### config.mk
export PLATFORM = sky130hd
export DESIGN_NAME = sha256_stream_hasher
export DESIGN_NICKNAME = d
export VERILOG_FILES = /design/src/rtl/core/shs_pkg.sv /design/src/rtl/core/sha256_stream_hasher.sv
export SDC_FILE = /design/constraint.sdc
export NUM_CORES = 2
export LEC_CHECK = 0
export BUFFER_PORTS_ARGS = -buffer_cell sky130_fd_sc_hd__buf_2
export CAP_MARGIN = 20
export CORE_ASPECT_RATIO = 1.1
export CORE_MARGIN = 2
export CORE_UTILIZATION = 44
export DETAILED_ROUTE_END_ITERATION = 7
export SLEW_MARGIN = 20
export SYNTH_ARGS = -nofsm -noshare
export SYNTH_HDL_FRONTEND = slang
export SYNTH_SLANG_ARGS = --single-unit
### constraint.sdc
create_clock -name clk -period 38.8 [get_ports clk]
set_input_delay 7.76 -clock clk [delete_from_list [all_inputs] [get_ports clk]]
set_output_delay 7.76 -clock clk [all_outputs]
set_load 0.01 [all_outputs]
### src/rtl/core/shs_pkg.sv
// ----------------------------------------------------------------------------
// SHA-256 stream hasher package
// Word types, FIPS 180-4 constants and the round mixing functions.
// ----------------------------------------------------------------------------
`default_nettype none

package shs_pkg;

  typedef struct packed {
    logic [7:0] data_byte;
    logic       byte_present;
    logic       end_of_message;
  } shs_in_t;

  typedef struct packed {
    logic [31:0] digest_word;
    logic [2:0]  word_index;
    logic        last_word;
  } shs_out_t;

  localparam logic [7:0]  PAD_MARK      = 8'h80;
  localparam logic [5:0]  LEN_START     = 6'd56;
  localparam logic [5:0]  LAST_FILL     = 6'd63;
  localparam logic [5:0]  LAST_ROUND    = 6'd63;
  localparam logic [2:0]  LAST_WORD_IDX = 3'd7;
  localparam logic [63:0] BYTE_BITS     = 64'd8;

  localparam logic [31:0] HASH_IV [8] = '{
    32'h6a09e667, 32'hbb67ae85, 32'h3c6ef372, 32'ha54ff53a,
    32'h510e527f, 32'h9b05688c, 32'h1f83d9ab, 32'h5be0cd19
  };

  localparam logic [31:0] ROUND_K [64] = '{
    32'h428a2f98, 32'h71374491, 32'hb5c0fbcf, 32'he9b5dba5,
    32'h3956c25b, 32'h59f111f1, 32'h923f82a4, 32'hab1c5ed5,
    32'hd807aa98, 32'h12835b01, 32'h243185be, 32'h550c7dc3,
    32'h72be5d74, 32'h80deb1fe, 32'h9bdc06a7, 32'hc19bf174,
    32'he49b69c1, 32'hefbe4786, 32'h0fc19dc6, 32'h240ca1cc,
    32'h2de92c6f, 32'h4a7484aa, 32'h5cb0a9dc, 32'h76f988da,
    32'h983e5152, 32'ha831c66d, 32'hb00327c8, 32'hbf597fc7,
    32'hc6e00bf3, 32'hd5a79147, 32'h06ca6351, 32'h14292967,
    32'h27b70a85, 32'h2e1b2138, 32'h4d2c6dfc, 32'h53380d13,
    32'h650a7354, 32'h766a0abb, 32'h81c2c92e, 32'h92722c85,
    32'ha2bfe8a1, 32'ha81a664b, 32'hc24b8b70, 32'hc76c51a3,
    32'hd192e819, 32'hd6990624, 32'hf40e3585, 32'h106aa070,
    32'h19a4c116, 32'h1e376c08, 32'h2748774c, 32'h34b0bcb5,
    32'h391c0cb3, 32'h4ed8aa4a, 32'h5b9cca4f, 32'h682e6ff3,
    32'h748f82ee, 32'h78a5636f, 32'h84c87814, 32'h8cc70208,
    32'h90befffa, 32'ha4506ceb, 32'hbef9a3f7, 32'hc67178f2
  };

  function automatic logic [31:0] big_sigma0(input logic [31:0] x);
    return {x[1:0], x[31:2]} ^ {x[12:0], x[31:13]} ^ {x[21:0], x[31:22]};
  endfunction

  function automatic logic [31:0] big_sigma1(input logic [31:0] x);
    return {x[5:0], x[31:6]} ^ {x[10:0], x[31:11]} ^ {x[24:0], x[31:25]};
  endfunction

  function automatic logic [31:0] small_sigma0(input logic [31:0] x);
    return {x[6:0], x[31:7]} ^ {x[17:0], x[31:18]} ^ {3'b000, x[31:3]};
  endfunction

  function automatic logic [31:0] small_sigma1(input logic [31:0] x);
    return {x[16:0], x[31:17]} ^ {x[18:0], x[31:19]} ^ {10'b0, x[31:10]};
  endfunction

endpackage

`default_nettype wire

### src/rtl/core/sha256_stream_hasher.sv
// ----------------------------------------------------------------------------
// SHA-256 stream hasher
// Takes a message one byte word at a time and returns its SHA-256 digest as
// eight 32-bit words, word 0 the most significant, then starts afresh for the
// next message. Every 64th byte starts a compression (64 rounds through the
// single round unit, then a fold of the result into the chaining words) during
// which in_stall is high. At end of message the padding bytes go through the
// same byte path at one a cycle (9 to 72 bytes), followed by one or two
// compressions and the eight digest words at one a cycle or slower under
// out_stall. No input is taken until the last digest word has gone.
// ----------------------------------------------------------------------------
`default_nettype none

module sha256_stream_hasher (
  input  wire logic             clk,
  input  wire logic             rst_n,
  input  wire logic             in_valid,
  output logic                  in_stall,
  input  wire shs_pkg::shs_in_t in_data,
  output logic                  out_valid,
  input  wire logic             out_stall,
  output shs_pkg::shs_out_t     out_data
);

  import shs_pkg::*;

  typedef enum logic [2:0] {
    ST_IDLE,
    ST_PAD,
    ST_ROUND,
    ST_ADD,
    ST_OUT
  } state_t;

  state_t      state_r, state_nxt;
  logic [511:0] blk_r, blk_nxt;
  logic [5:0]  fill_r, fill_nxt;
  logic [63:0] bitlen_r, bitlen_nxt;
  logic [31:0] chain_r [8];
  logic [31:0] chain_nxt [8];
  logic [31:0] v_r [8];
  logic [31:0] v_nxt [8];
  logic [5:0]  rnd_r, rnd_nxt;
  logic        pad_r, pad_nxt;
  logic        mark_r, mark_nxt;
  logic        lenph_r, lenph_nxt;
  logic        final_r, final_nxt;
  logic        out_valid_r, out_valid_nxt;
  shs_out_t    out_data_r, out_data_nxt;

  logic        push_en;
  logic [7:0]  push_byte;
  logic [2:0]  len_sel;
  logic [7:0]  len_byte;
  logic [2:0]  next_idx;
  logic [31:0] sum0;

  logic [31:0] w0, w1, w9, w14, wt, ch, maj, t1, t2;

  assign w0  = blk_r[511:480];
  assign w1  = blk_r[479:448];
  assign w9  = blk_r[223:192];
  assign w14 = blk_r[63:32];
  assign wt  = (rnd_r[5:4] == 2'b00) ? w0
             : w0 + small_sigma0(w1) + w9 + small_sigma1(w14);
  assign ch  = (v_r[4] & v_r[5]) ^ (~v_r[4] & v_r[6]);
  assign maj = (v_r[0] & v_r[1]) ^ (v_r[0] & v_r[2]) ^ (v_r[1] & v_r[2]);
  assign t1  = v_r[7] + big_sigma1(v_r[4]) + ch + ROUND_K[rnd_r] + wt;
  assign t2  = big_sigma0(v_r[0]) + maj;

  assign len_sel  = LAST_WORD_IDX - fill_r[2:0];
  assign len_byte = bitlen_r[{len_sel, 3'b000} +: 8];
  assign next_idx = out_data_r.word_index + 3'd1;
  assign sum0     = chain_r[0] + v_r[0];

  always_comb begin
    state_nxt     = state_r;
    blk_nxt       = blk_r;
    fill_nxt      = fill_r;
    bitlen_nxt    = bitlen_r;
    chain_nxt     = chain_r;
    v_nxt         = v_r;
    rnd_nxt       = rnd_r;
    pad_nxt       = pad_r;
    mark_nxt      = mark_r;
    lenph_nxt     = lenph_r;
    final_nxt     = final_r;
    out_valid_nxt = out_valid_r;
    out_data_nxt  = out_data_r;
    push_en       = 1'b0;
    push_byte     = in_data.data_byte;

    case (state_r)
      ST_IDLE: begin
        if (in_valid) begin
          if (in_data.byte_present) begin
            push_en    = 1'b1;
            bitlen_nxt = bitlen_r + BYTE_BITS;
          end
          if (in_data.end_of_message) begin
            pad_nxt   = 1'b1;
            mark_nxt  = 1'b0;
            lenph_nxt = 1'b0;
            final_nxt = 1'b0;
          end
          if (in_data.byte_present && fill_r == LAST_FILL) begin
            state_nxt = ST_ROUND;
            v_nxt     = chain_r;
            rnd_nxt   = '0;
          end else if (in_data.end_of_message) begin
            state_nxt = ST_PAD;
          end
        end
      end
      ST_PAD: begin
        push_en = 1'b1;
        if (!mark_r) begin
          push_byte = PAD_MARK;
        end else if (lenph_r || fill_r == LEN_START) begin
          push_byte = len_byte;
          lenph_nxt = 1'b1;
        end else begin
          push_byte = '0;
        end
        mark_nxt = 1'b1;
        if (fill_r == LAST_FILL) begin
          state_nxt = ST_ROUND;
          final_nxt = lenph_r;
          v_nxt     = chain_r;
          rnd_nxt   = '0;
        end
      end
      ST_ROUND: begin
        v_nxt[7] = v_r[6];
        v_nxt[6] = v_r[5];
        v_nxt[5] = v_r[4];
        v_nxt[4] = v_r[3] + t1;
        v_nxt[3] = v_r[2];
        v_nxt[2] = v_r[1];
        v_nxt[1] = v_r[0];
        v_nxt[0] = t1 + t2;
        blk_nxt  = {blk_r[479:0], wt};
        rnd_nxt  = rnd_r + 6'd1;
        if (rnd_r == LAST_ROUND) begin
          state_nxt = ST_ADD;
        end
      end
      ST_ADD: begin
        for (int k = 0; k < 8; k++) begin
          chain_nxt[k] = chain_r[k] + v_r[k];
        end
        if (final_r) begin
          state_nxt                = ST_OUT;
          out_valid_nxt            = 1'b1;
          out_data_nxt.digest_word = sum0;
          out_data_nxt.word_index  = '0;
          out_data_nxt.last_word   = 1'b0;
        end else if (pad_r) begin
          state_nxt = ST_PAD;
        end else begin
          state_nxt = ST_IDLE;
        end
      end
      ST_OUT: begin
        if (!out_stall) begin
          if (out_data_r.last_word) begin
            state_nxt     = ST_IDLE;
            out_valid_nxt = 1'b0;
            chain_nxt     = HASH_IV;
            fill_nxt      = '0;
            bitlen_nxt    = '0;
            pad_nxt       = 1'b0;
            mark_nxt      = 1'b0;
            lenph_nxt     = 1'b0;
            final_nxt     = 1'b0;
          end else begin
            out_data_nxt.digest_word = chain_r[next_idx];
            out_data_nxt.word_index  = next_idx;
            out_data_nxt.last_word   = (next_idx == LAST_WORD_IDX);
          end
        end
      end
      default: begin
        state_nxt = ST_IDLE;
      end
    endcase

    if (push_en) begin
      blk_nxt  = {blk_r[503:0], push_byte};
      fill_nxt = fill_r + 6'd1;
    end
  end

  always_ff @(posedge clk) begin
    if (!rst_n) begin
      state_r     <= ST_IDLE;
      fill_r      <= '0;
      bitlen_r    <= '0;
      chain_r     <= HASH_IV;
      pad_r       <= 1'b0;
      mark_r      <= 1'b0;
      lenph_r     <= 1'b0;
      final_r     <= 1'b0;
      out_valid_r <= 1'b0;
    end else begin
      state_r     <= state_nxt;
      fill_r      <= fill_nxt;
      bitlen_r    <= bitlen_nxt;
      chain_r     <= chain_nxt;
      pad_r       <= pad_nxt;
      mark_r      <= mark_nxt;
      lenph_r     <= lenph_nxt;
      final_r     <= final_nxt;
      out_valid_r <= out_valid_nxt;
      out_data_r  <= out_data_nxt;
    end
  end

  always_ff @(posedge clk) begin
    blk_r <= blk_nxt;
    v_r   <= v_nxt;
    rnd_r <= rnd_nxt;
  end

  assign in_stall  = (state_r != ST_IDLE);
  assign out_valid = out_valid_r;
  assign out_data  = out_data_r;

endmodule

`default_nettype wire

Word level (Yosys, flattened, before mapping)
Memories as Yosys holds them, arrays and structs flattened.
Cells that the tools add are included.
{ "op_classes": {"addsub": 23, "multipliers": 0, "div": 0, "n_lt_le_gt_ge": 2, "eq_ne": 22, "n_shift": 1, "muxes": 63, "n_bitwise": 19, "n_reduce_logical": 24} }
{ "ops": {"columns": ["cell", "count"], "rows": [
  ["2-to-1 mux 256 bit", 5],
  ["2-to-1 mux 512 bit", 2],
  ["case mux 256 bit (3 select lines)", 1],
  ["adder 32 bit", 18],
  ["case mux 256 bit (2 select lines)", 1],
  ["bitwise XOR 32 bit", 9],
  ["2-to-1 mux 64 bit", 4],
  ["bitwise AND 32 bit", 5],
  ["2-to-1 mux 32 bit", 5],
  ["case mux 64 bit (2 select lines)", 1],
  ["2-to-1 mux 36 bit", 3],
  ["binary-select mux 32 bit (select 3 bit)", 1],
  ["case mux 36 bit (2 select lines)", 1],
  ["adder 64 x 4 -> 64 bit, second input constant", 1],
  ["variable part select 64 x 7 -> 8 bit", 1],
  ["2-to-1 mux 6 bit", 7],
  ["inverter 32 bit", 1],
  ["bitwise XOR 32 x 22 -> 32 bit", 1],
  ["bitwise XOR 32 x 29 -> 32 bit", 1],
  ["2-to-1 mux 3 bit", 8],
  ["2-to-1 mux 8 bit", 3],
  ["!= test 2 bit, second input constant", 12],
  ["AND reduction 5 bit", 4],
  ["equality test 6 bit, second input constant", 3],
  ["27 further kinds", 56]
]} }
{ "totals": {"ff_bits": 1144, "latchBits": 0, "ramBits": 0, "mem_bits_ro": 2048, "input_bits": 14, "out_inout_bits": 38, "word_cells": 184, "memories": 1} }
{ "mem_list": {"columns": ["memory", "words", "word_bits", "rd", "rd_ports_with_merged_regs", "write_ports", "line_no", "rtl"], "rows": [
  ["(name not given)", 64, 32, 1, 0, 0, "sha256_stream_hasher.sv:68", "assign t1 = v_r[7] + big_sigma1(v_r[4]) + ch + ROUND_K[rnd_r] + wt;"]
]} }

Depth between registers and ports, before layout
{ "depth": {"depth_word": 9, "ltp_mapped": 50, "ltp_nobuf": 49} }

Least setup slack after synthesis
OpenSTA, ideal clock, no wires.
{ "synth_timing": {"kind": "input to register", "start": "input in_valid", "end": "register blk_r[0] (enable)", "setup_time_ns": 3.632, "arrival_time_ns": 17.358, "required_ns": 35.168, "slack_ns": 17.809, "stages": 7, "path_buffers": 4, "cell_sequence": "and3_1 clkbuf_1 nor2_1 clkbuf_1 clkbuf_1 buf_1 nand2_1"} }
{ "synth_between": {"elab_chain_len": 3} }
{ "synth_lines": {"columns": ["item", "line_no", "rtl"], "rows": [
  ["start, declared", "sha256_stream_hasher.sv:17", "input wire logic in_valid,"],
  ["2-to-1 mux 1 bit", "sha256_stream_hasher.sv:95", "if (in_valid) begin"],
  ["case mux 1 bit (2 select lines)", "sha256_stream_hasher.sv:93", "case (state_r)"],
  ["nonzero test 2 bit (no line)", null, null],
  ["end signal, assigned", "sha256_stream_hasher.sv:220", "blk_r <= blk_nxt;"],
  ["end, declared", "sha256_stream_hasher.sv:36", "logic [511:0] blk_r, blk_nxt;"]
]} }
Every way passes these cells.
A chain may end at the register's enable or synchronous reset.

==> metrics.md <==
| Metric | Value |
|---|---|
| Run status | finished clean |
| Family with the most delay on the worst path | compound AO/OA/AOI/OAI gates |
| Total GRT Usage | about 28% |
| RePlAce Congestion | 0.9721 |
| Most frequent cell after synthesis | nand2_1 |
| Input/output buffers | just over 50 |
| Max IR drop VDD | roughly 0.000052 V |
| CTS tree | yes |
| Maximum operating frequency | 83.87 MHz |
| Final nets | 8913 |
| Mapped Area | approximately 76000 um2 |
| Die X | 400.5 um |
| Worst slack, placed | 27.26 ns |
| WS Path Type | flop to flop |
| Detail Route Antenna Nets | 0 |
| Final setup violation count | 0 |
| RSZ-0062 raised after global routing | false |
| Synth-to-Final Area Change | 8.863% |
| Min setup slack post-route | 26.88 ns |
| Via count | 60450 |
| Util after Layout | about half |
| Detail-routed via count per cell | 5.667 |
| Share of cells above drive strength 1 | under 10% |
| Final Hold Viols | 0 |
| Lkg Pwr | 34.99 nW |
| Core area | 172400 um2 |
| Post-cts hold buffer count | 0 |
| Synth Area per Inst | 8.978 um2 |
| Pin count of the biggest net entering global routing | 215 |
| Max Slew Vio Count | 0 |
| DRC Markers | 0 |
| Top Ports | 52 |
| First-pass GRT wire length | approximately 370000 um |
| Chip Height | 440.2 um |
| Worst EP arrival | 12.44 ns |
| Beginning of the critical path | blk_r[457] |
| H-tree Lvls | 4 |
| Leading area contributor after synthesis | edfxtp_1 |
| Synth area leaders | edfxtp_1 (32%), nand2_1 (11%), dfxtp_1 (8.7%) |
| Crit end category | flop |
| HP Class | flop to flop |
| Ys flop type | edfxtp_1 |
| Setup crit start kind | flop |
| Overflow after GRT | 0 |
| Vias in the first global route | 59510 |
| Period utilization | 30.73% |
| Die area | 176300 um2 |
| Synth top cells by count | nand2_1 (2299), edfxtp_1 (810), o21ai_0 (535) |
| Ys Warns | 0 |
| Number of synthesized register bits | 1141 |
| CTS sink cnt | approximately 1100 |
| Worst endpoint required time | 39.31 ns |
| Post-synth EDFFs | 810 |
| Seq/Total Area, Yosys | 40.67% |
| Detailed Route WL | 246700 um |
| Worst hold slack | 0.4829 ns |
| Levels on crit path | 44 |
| Reg2reg start | blk_r[457] |
| Number of max-cap violations | 0 |
| Most used cell, CP | fa_1 |
| Post-synthesis async set-or-reset flop share | 0% |
| CTS clk-pin slew, worst paths | around 0.060 ns |
| Pwr dens | 60.91 nW/um2 |
| Final min period | around 12 ns |
| Pre-Repair DR Iteration Count | 5 |
| Mapped Cells | 8477 |
| Wire per inst | approximately 23 um |
| Tightest Pin Transition | 1.246 ns |
| Final Skew | 0.03652 ns |
| Critical path's largest stage delay | 0.77 ns |
| Worst reg2reg path depth | 44 |
| Relative slew slack | 16.39% |
| CTS Root Cell | clkbuf_16 |
| Rows | 160 |
| PostCTS Resize Cnt | 0 |
| Syn nets | 9100 |
| R2R Path End | v_r[252] |
| Setup TNS | 0 ns |
| Antenna violations before repair | 2 |
| Post-CTS setup buffer count | 0 |
| WP buf/inv | 5 |
| Critical path endpoint | v_r[252] |
| Synth top area share | 31.96% |
| Detailed placement HPWL | around 180000 um |
| Initial Utilization | 44.16% |
| Register-to-register setup slack | about 27 ns |
| CTS Buffer Depth | 3 |
| Critical Path Fanout Max | 5 |
| Netlist cell types | 88 |
| Crit-path slowest cell | a311oi_1 |
| Initial DRC count | 5508 |
| CTS Buf Count | 136 |
| Clock Latency Late Sink | 0.81 ns |
[cell usage in the layout, fill, tap and decap left out, types with 37 or more instances in the layout]
cell type / synthesis / final
nand2_1: 2299 / 2294
edfxtp_1: 810 / 810
o21ai_0: 535 / 531
inv_1: 453 / 453
ha_1: 412 / 411
nor2_1: 402 / 397
a21oi_1: 387 / 386
xnor2_1: 348 / 348
dfxtp_1: 331 / 331
xor2_1: 285 / 284
fa_1: 197 / 197
a21o_1: 195 / 195
nand3_1: 138 / 138
clkbuf_16: 0 / 137
nor3_1: 113 / 113
nor2b_1: 83 / 83
mux4_2: 82 / 82
buf_4: 0 / 80
nand2b_1: 68 / 68
o22ai_1: 67 / 67
mux2i_1: 56 / 54
buf_2: 1 / 51
a21boi_0: 51 / 50
o21a_1: 49 / 49
o21bai_1: 48 / 48
a31oi_1: 44 / 44
mux2_2: 43 / 43
and3_1: 42 / 41
a211oi_1: 40 / 40
o31ai_1: 40 / 40
nand4_1: 40 / 40
o211ai_1: 37 / 37
[worst register-to-register path, delay by kind of cell (launching register included)]
| family | cells | cell delay, ns |
|---|---|---|
| compound gates | 17 | 4.27 |
| fa+ha+maj | 9 | 3.95 |
| flops | 1 | 0.50 |
| simple gates | 8 | 1.32 |
| buf+inv | 5 | 0.36 |
| xor+xnor | 5 | 1.24 |
[stage by stage]
step | instances | total power [mW] | area [um2]
detailed placement | 10420 | 3.724 | 78370
global placement | 10420 | 3.713 | 78350
floorplan | 8477 | 3.230 | 76110
finish | 10670 | 5.047 | 82850
global route | 10670 | 5.371 | 82850
CTS | 10670 | 5.042 | 82810
[cell families (layout without fill, tap and decap cells)]
group                    Yosys count  in the layout  synth area share (%)
AND/OR/NAND/NOR                 3314           3314                 18.06
buffers and inverters            922            844                 4.549
flip-flops                      1141           1141                 40.67
multiplexers                     181            181                 3.799
adder cells (fa/ha/maj)          612            612                 11.99
AO/OA/AOI/OAI                   1671           1671                 13.57
other                              0              1                     0
XOR/XNOR                         636            636                 7.365
[sequential cells by signal, summed over array words and instances (netlist names)]
signal and flops:
bitlen_r 61, blk_r 512, chain_r 256, fill_r 6, final_r 1, lenph_r 1, mark_r 1, out_data 36
out_valid 1, pad_r 1, rnd_r 6, state_r 3, v_r 256
[worst min path at each step]
| stage | end | slack (ns) | cells past startpoint | startpoint |
|---|---|---|---|---|
| 3_3_place_gp | fill_r[3] | 0.45 | 1 | fill_r[3] |
| 5_1_grt | fill_r[3] | 0.52 | 1 | fill_r[3] |
| 3_5_place_dp | chain_r[95] | 0.47 | 2 | chain_r[95] |
| 6_report | fill_r[3] | 0.48 | 1 | fill_r[3] |
| 2_1_floorplan | fill_r[3] | 0.44 | 1 | fill_r[3] |
| 4_1_cts | chain_r[95] | 0.48 | 2 | chain_r[95] |
[layer usage]
layer / wire length, um / global-route usage (%)
met5: 0 / 0
met4: 15090 / 15.21
met3: 12930 / 3.683
met2: 118100 / 46.54
met1: 100600 / 34.24
[layout make-up]
cell class                      count  area [um2]
Fill cell                       16200       89510
Clock buffer                      176        3675
Sequential cell                  1141       30950
Antenna cell                        1       2.502
Timing Repair Buffer              143        1069
Multi-Input combinational cell   6414       41850
Tap cell                         2268        2838
Inverter                          454        1704
Clock inverter                     71       767.0
[report_power, final]
part           internal [mW]  total, mW  leakage, nW  switching, mW
logic                  0.873       2.20         22.4           1.32
clock network          0.748       1.30         2.15          0.551
registers               1.47       1.55         10.4         0.0848
total                   3.09       5.05         35.0           1.96
(Power assumes the default switching activity.)
